--- config.mk ---
export PLATFORM = sky130hd
export DESIGN_NAME = s23x_back_flat
export DESIGN_NICKNAME = d
export VERILOG_FILES = /design/src/design/s23x_pkg.sv /design/src/design/s23x_if.sv /design/src/design/s23x_back.sv /design/src/flat_wrapper.sv
export SDC_FILE = /design/constraint.sdc
export NUM_CORES = 1
export LEC_CHECK = 0
export BUFFER_PORTS_ARGS = -buffer_cell sky130_fd_sc_hd__buf_4
export CAP_MARGIN = 20
export CORE_AREA = 2 2 124 126
export DETAILED_ROUTE_END_ITERATION = 7
export DIE_AREA = 0 0 126 128
export PLACE_DENSITY = 0.43
export RECOVER_POWER = 50
export SLEW_MARGIN = 20
export SYNTH_ARGS = -nofsm -noshare
export SYNTH_HDL_FRONTEND = slang
export SYNTH_SLANG_ARGS = --single-unit
--- constraint.sdc ---
create_clock -name clock -period 4.95 [get_ports clock]
set_clock_uncertainty 0.15 [all_clocks]
set_input_delay 0.99 -clock clock [delete_from_list [all_inputs] [get_ports clock]]
set_output_delay 0.99 -clock clock [all_outputs]
set_load 0.02 [all_outputs]
--- src/design/s23x_pkg.sv ---
// Package: widths, codes and shared types of the Scale2x/Scale3x upscaler.
`timescale 1ns / 1ps
package s23x_pkg;
   localparam int MAX_WIDTH  = 512;
   localparam int MAX_HEIGHT = 512;
   localparam int PIXEL_BITS = 32;
   localparam int COL_BITS   = $clog2(MAX_WIDTH);
   localparam int DIM_BITS   = 10;
   localparam int ROW_BITS   = DIM_BITS + 1;
   localparam int OUT_BITS   = 11;
   localparam int QDEPTH     = 4;
   localparam int QPTR_BITS  = $clog2(QDEPTH);

   localparam logic [1:0] CSR_SCALE  = 2'd0;
   localparam logic [1:0] CSR_WIDTH  = 2'd1;
   localparam logic [1:0] CSR_HEIGHT = 2'd2;

   typedef logic [PIXEL_BITS-1:0] pix_type;

   // one classified centre: its nine neighbours and where it lands
   typedef struct packed {
      pix_type [8:0]       win;
      logic [DIM_BITS-1:0] col;
      logic [DIM_BITS-1:0] row;
      logic                frame_end;
   } job_type;
endpackage

--- src/design/s23x_if.sv ---
// Valid/ready stream interface with a typed payload.
`timescale 1ns / 1ps
interface s23x_if #(parameter type payload_type = logic) ();
   logic        valid;
   logic        ready;
   payload_type data;
   modport source (output valid, output data, input ready);
   modport sink (input valid, input data, output ready);
endinterface

--- src/design/s23x_back.sv ---
// Back end: job queue and Scale2x/Scale3x block expansion, one pixel a cycle while the output is not stalled.
`timescale 1ns / 1ps
module s23x_back (
   input  logic              clock,
   input  logic              reset,
   input  logic              scale3,
   input  logic              job_valid,
   input  s23x_pkg::job_type job,
   output logic              job_room,
   s23x_if.source            rsp
);
   localparam int QB = s23x_pkg::QPTR_BITS;
   localparam int OB = s23x_pkg::OUT_BITS;
   typedef struct packed {
      s23x_pkg::pix_type   pixel;
      logic [OB-1:0]       column;
      logic [OB-1:0]       row;
      logic                block_last;
      logic                frame_last;
   } out_type;

   s23x_pkg::job_type q_ff [s23x_pkg::QDEPTH];
   logic [QB-1:0] wp_ff, rp_ff;
   logic [QB:0]   cnt_ff, cnt_in;
   logic [3:0]    idx_ff, idx_in;
   logic [1:0]    dx_ff, dy_ff, dx_in, dy_in;
   logic          ov_ff, ov_in;
   out_type       o_ff, o_in;
   s23x_pkg::job_type cur;
   s23x_pkg::pix_type a, b, c, d, e, f, g, h, i, px;
   logic act, pop, adv;
   logic [3:0] last_idx;
   logic [OB-1:0] n;

   assign cur = q_ff[rp_ff];
   assign {i, f, c, h, e, b, g, d, a} = cur.win;
   assign act = (b != h) && (d != f);
   assign last_idx = scale3 ? 4'd8 : 4'd3;
   assign n = scale3 ? OB'(3) : OB'(2);
   // two slots kept spare for the items already in the front pipeline
   assign job_room = cnt_ff <= (QB+1)'(s23x_pkg::QDEPTH - 3);
   assign adv = !ov_ff || rsp.ready;
   assign pop = adv && (cnt_ff != '0) && (idx_ff == last_idx);

   always_comb begin
      px = e;
      if (act) begin
         if (!scale3) begin
            case (idx_ff[1:0])
               2'd0: px = (d == b) ? d : e;
               2'd1: px = (b == f) ? f : e;
               2'd2: px = (d == h) ? d : e;
               default: px = (h == f) ? f : e;
            endcase
         end else begin
            case (idx_ff)
               4'd0: px = (d == b) ? d : e;
               4'd1: px = ((d == b && e != c) || (b == f && e != a)) ? b : e;
               4'd2: px = (b == f) ? f : e;
               4'd3: px = ((d == b && e != g) || (d == h && e != a)) ? d : e;
               4'd5: px = ((b == f && e != i) || (h == f && e != c)) ? f : e;
               4'd6: px = (d == h) ? d : e;
               4'd7: px = ((d == h && e != i) || (h == f && e != g)) ? h : e;
               4'd8: px = (h == f) ? f : e;
               default: px = e;
            endcase
         end
      end
   end

   always_comb begin
      idx_in = idx_ff;
      dx_in = dx_ff;
      dy_in = dy_ff;
      ov_in = ov_ff && !rsp.ready;
      o_in = o_ff;
      if (adv && cnt_ff != '0) begin
         ov_in = 1'b1;
         o_in.pixel = px;
         o_in.column = n * OB'(cur.col) + OB'(dx_ff);
         o_in.row = n * OB'(cur.row) + OB'(dy_ff);
         o_in.block_last = (idx_ff == last_idx);
         o_in.frame_last = (idx_ff == last_idx) && cur.frame_end;
         if (idx_ff == last_idx) begin
            idx_in = '0;
            dx_in = '0;
            dy_in = '0;
         end else begin
            idx_in = idx_ff + 4'd1;
            if (OB'(dx_ff) == n - OB'(1)) begin
               dx_in = '0;
               dy_in = dy_ff + 2'd1;
            end else begin
               dx_in = dx_ff + 2'd1;
            end
         end
      end
      cnt_in = cnt_ff + (QB+1)'(job_valid) - (QB+1)'(pop);
   end

   always_ff @(posedge clock) begin
      if (reset) begin
         wp_ff <= '0;
         rp_ff <= '0;
         cnt_ff <= '0;
         idx_ff <= '0;
         dx_ff <= '0;
         dy_ff <= '0;
         ov_ff <= 1'b0;
      end else begin
         if (job_valid) wp_ff <= wp_ff + QB'(1);
         if (pop) rp_ff <= rp_ff + QB'(1);
         cnt_ff <= cnt_in;
         idx_ff <= idx_in;
         dx_ff <= dx_in;
         dy_ff <= dy_in;
         ov_ff <= ov_in;
      end
      if (job_valid) q_ff[wp_ff] <= job;
      o_ff <= o_in;
   end

   assign rsp.valid = ov_ff;
   assign rsp.data = o_ff;

   property p_no_overflow;
      @(posedge clock) disable iff (reset) cnt_ff <= (QB+1)'(s23x_pkg::QDEPTH);
   endproperty
   a_no_overflow: assert property (p_no_overflow) else $error("job queue overflow");
   a_hold: assert property (@(posedge clock) disable iff (reset)
      ov_ff && !rsp.ready |=> ov_ff && $stable(o_ff)) else $error("result lost");
   a_pop: assert property (@(posedge clock) disable iff (reset)
      pop |-> cnt_ff != '0) else $error("pop from empty queue");
endmodule

--- src/flat_wrapper.sv ---
// flat-port wrapper written by rule: the top's interface ports become plain ports
module s23x_back_flat 
  (clock, reset, scale3, job_valid, job, job_room, rsp_valid, rsp_data, rsp_ready);
  s23x_if rsp_i ();
  input  logic clock;
  input  logic reset;
  input  logic scale3;
  input  logic job_valid;
  input  s23x_pkg::job_type job;
  output logic job_room;
  output wire logic [$bits(rsp_i.valid)-1:0] rsp_valid;
  output wire logic [$bits(rsp_i.data)-1:0] rsp_data;
  input wire logic [$bits(rsp_i.ready)-1:0] rsp_ready;
  assign rsp_valid = rsp_i.valid;
  assign rsp_data = rsp_i.data;
  assign rsp_i.ready = rsp_ready;
  s23x_back u_core (.clock(clock), .reset(reset), .scale3(scale3), .job_valid(job_valid), .job(job), .job_room(job_room), .rsp(rsp_i));
endmodule
Word-level counts from Yosys, hierarchy flattened
Memory sizes are Yosys's and may differ from the RTL's. A register that Yosys moved wholly into a read port is not among the register bits. Index checks and enable logic that the tools add are counted.

Register bits after elaboration: 13. RAM bits: 1236. Output and inout bits: 3. Memories kept: 1.

Add/sub/neg operators: 5. Magnitude comparators: 1. Equal/unequal tests: 1. Muxes and demuxes: 7. Reductions and logical operators: 8.

Memory list: u_core.q_ff (words 4, bits a word 309, rd ports 1, clocked after memory_dff 1, wr ports 1, line s23x_back.sv:22) `s23x_pkg::job_type q_ff [s23x_pkg::QDEPTH];`.

Operators with widths (number): 4-bit two-way mux (2); 2-bit by 1-bit adder with 2-bit output (second input constant) (2); 4-bit by 1-bit adder with 4-bit output (second input constant) (1); 4-bit == test (1); 1-bit logical AND (4); 2-bit two-way mux (2); 3-bit by 1-bit adder with 3-bit output (1); 3-bit by 1-bit less-or-equal comparator with 1-bit output (second input constant) (1); 1-bit two-way mux (3); 3-bit nonzero test (1); 3-bit by 1-bit subtractor with 3-bit output (1); 1-bit logical NOT (2); 1-bit logical OR (1).

Longest topological paths before layout
Depth in word-level cells: 6. Depth in mapped cells: 9.

Worst setup path after synthesis
No wires, ideal clock.

Kind: input to register. Start: input scale3. End: register u_core.cnt_ff[2]. Library setup time: 0.114 ns. Arrival: 2.519 ns. Path slack: 2.166 ns. Stages on the path: 9. Buffers on the path: 0. Path through: and4bb_2 -> o21ai_2 -> nor2_1 -> ha_1 -> inv_1 -> ha_1 -> fa_1 -> xor2_1 -> nor2_1.

Cells in the longest elaborated chain, start to end: 4.

Ends and longest elaborated chain: start, declared (line flat_wrapper.sv:7) `input logic scale3;`; 4-bit two-way mux (line s23x_back.sv:38) `assign last_idx = scale3 ? 4'd8 : 4'd3;`; 4-bit == test (line s23x_back.sv:43) `assign pop = adv && (cnt_ff != '0) && (idx_ff == last_idx);`; 1-bit logical AND (line s23x_back.sv:43); named net u_core.pop (line s23x_back.sv:31) `logic act, pop, adv;`; 3-bit by 1-bit subtractor with 3-bit output (line s23x_back.sv:98) `cnt_in = cnt_ff + (QB+1)'(job_valid) - (QB+1)'(pop);`; end signal, assigned (line s23x_back.sv:113) `cnt_ff <= cnt_in;`; end, declared (line s23x_back.sv:24) `logic [QB:0] cnt_ff, cnt_in;`.

The timed path passes the listed nets, and every way through them passes these cells. A chain may end at the register's enable or synchronous reset.

Final worst setup path
Same ends and word-level chain as after synthesis.

==> out/metrics.yaml <==
status:
  outcome: "finished, final reports clean"
place:
  numPortBuffers: 8
  finalWeightedCongestion: 0.6057
  dpl.hpwl_um: 1350
  place_inst: 279
logic_synthesis:
  async_flop_share: 0
  synth-seq-area-share: 0.4778
  netlist_area_um2: 900.9
  yosysMostFrequentCell: "dfxtp_1"
  synth-seq-cells: 19
  synth_top_area_share: 0.3111
  yosysTopAreaCell: "dfxtp_1"
  synth_cells: 84
  syn_nets: 407
  synth.distinct_cells: 29
  ys.flop_type: "dfxtp_1"
  synth_commonest_cells: "dfxtp_1 (14), inv_1 (9), ha_1 (8), a21oi_1 (6)"
  synthTopCellsByArea: "dfxtp_1 (31%), edfxtp_1 (17%), ha_1 (11%)"
  yosysWarningCount: 0
  avgSynthCellArea_um2: 10.72
  synth_edf_count: 5
global_routing:
  grt_pass1_vias: 629
  grt_overflow_total: 0
  grt_max_degree: 14
  antenna_found_initial: 0
  grt_use_met2: 0.03479
  grtUsageMet3: 0.01753
  met1_usage: 0.02813
  grtUsageTotal: 0.02444
  gr-max-usage-layer: "met2"
  grt_pass1_wl_um: 2946
power_and_ir_drop:
  internal-power_uw: 319.4
  power_density_nw_per_um2: 346.8
  p_comb_frac: 0.179
  switchingPower_uw: 116.3
  clockPowerShare: 0.390
  power_frac_seq: 0.432
  leakagePower_uw: 0.0004097
  peakVddDrop_uv: 150.5
  power.share.switching: 0.2669
worst_setup_path:
  arrival_ns: 2.74
  worstPathMaxFanout: 7
  r2r_cells: 9
  cp.required_ns: 4.94
  setup.worst_path.class: "input port to register"
  start_kind: "input port"
  cp-end-kind: "register"
floorplan:
  initial_core_util: 0.06061
  fp.dieW_um: 126
  core_area_um2: 14860
  rows: 45
  die_h_um: 128
  die-area_um2: 16130
  ios: 317
clock_network:
  cts_htree_levels: 1
  tritoncts: "done"
  cts_resized: 0
  cts_setup_buffers: 0
  cts.sinks: 19
  path_clk_slew_ns: 0.06
  clkLatencyLatePin_ns: 0.25
  ctsHoldBuffers: 0
  cts_buffers: 3
  cts_buffer_depth: 2
  cts-root-buf: "clkbuf_16"
job:
  cap_viol_max_count: 0
routing:
  routed_via_density: 2.021
  drc: 0
  wl_per_cell_um: 5.993
  dr.pass1.iters: 3
  postRouteAntennaNets: 0
  vias: 572
  wirelength_um: 1696
  drt_iter0_markers: 23
layout:
  nFillCells: 1744
  syn_to_final_growth_pct: 39.44
  diodes: 0
  drive_gt1_frac: 0.1474
  nets: 419
  stdcell_count: 283
timing:
  setup_viol: 0
  finalHoldViolCount: 0
  tightest_slew_ns: 0.2936
  fin_crit_sh: 0.5557
  fin_crit_ns: 2.751
  slew_viol_final: 0
  setup_tns_ns: 0
  fmax_mhz: 363.5
  max_slew_margin: 0.8043
  rsz0062_at_grt: "no"
worst_hold_path:
  hold_depth: 2
  hp-class: "register to register"
## cell usage in the layout (no fill, tap or decap), drive strengths merged
cell	netlist	routed
nand3	3	3
a21o	1	1
edfxtp	5	5
a41oi	1	1
or4	1	1
mux2i	1	1
fa	1	1
dfxtp	14	14
o21ai	4	4
and2	5	5
or3	4	4
inv	9	9
nand4	1	1
o21a	1	1
xnor2	1	1
xor2	1	1
clkinvlp	0	1
ha	8	8
nand2b	1	1
buf	1	5
clkbuf	0	6
nand2	4	4
nor2	5	5
and4bb	2	2
nor2b	2	2
mux4	1	1
a31oi	1	1
a21oi	6	6
## worst paths after layout
| kind | from | to | slack [ns] |
|---|---|---|---|
| worst min register to register | u_core.rp_ff[1] | u_core.rp_ff[1] | 0.34 |
| worst min-delay path | u_core.rp_ff[1] | u_core.rp_ff[1] | 0.34 |
| worst max register to register | u_core.cnt_ff[0] | u_core.cnt_ff[2] | 2.61 |
| worst max-delay path | scale3 | u_core.cnt_ff[2] | 2.20 |
## layer usage
layer / up-vias / wire [um]
met1: 250 / 822
met3: 2 / 142
met4: 0 / 21
met5: - / 0
li1: 313 / -
met2: 7 / 710
## layout make-up
class                   instances  area (um2)  area share
clock buffers                   3       75.07     0.05976
clock inverters                 1       7.507    0.005976
inverters                       9       33.78     0.02689
multi-input cells              55       421.7      0.3357
flip-flops and latches         19       430.4      0.3426
well taps                     188       235.2      0.1873
repair buffers                  8       52.55     0.04183
## through the flow
step	util	instance area (um2)	hold WS (ns)	worst slack (ns)	total power, uW
2_1_floorplan	-	900.9	0.3059	2.166	248.1
3_3_place_gp	0.07997	1189	0.3317	1.921	276.4
3_5_place_dp	0.07997	1189	0.3446	1.896	277.2
4_1_cts	0.08552	1271	0.3525	2.169	451.6
5_1_grt	0.08451	1256	0.3993	2.072	467.7
6_report	0.08451	1256	0.3425	2.199	435.6
## critical path, stage by stage
cell	delay, ns
buf_4	0.11
and4bb_1	0.22
o21ai_2	0.26
nor2_1	0.09
ha_1	0.28
inv_1	0.04
ha_1	0.18
fa_1	0.37
xor2_1	0.16
nor2_1	0.05
## power by group through the flow
stage | Combinational, uW | Sequential [uW] | Clock [uW]
after global routing | 92.6 | 192 | 183
after detailed placement | 85.0 | 192 | 0
final | 77.8 | 188 | 170
after floorplan | 56.0 | 192 | 0
after CTS | 85.1 | 189 | 177
after global placement | 83.8 | 193 | 0
## cells by family after synthesis
family | count (synthesis) | synth area share
adders and majority gates | 9 | 0.1333
buffers and inverters | 10 | 0.04583
xor gates and xnor gates | 2 | 0.01945
and+or+nand+nor | 28 | 0.1944
DFF | 19 | 0.4778
muxes | 2 | 0.03611
AOI/OAI and AO/OA | 14 | 0.09307
No activity file was read; power rests on OpenSTA's default activity.
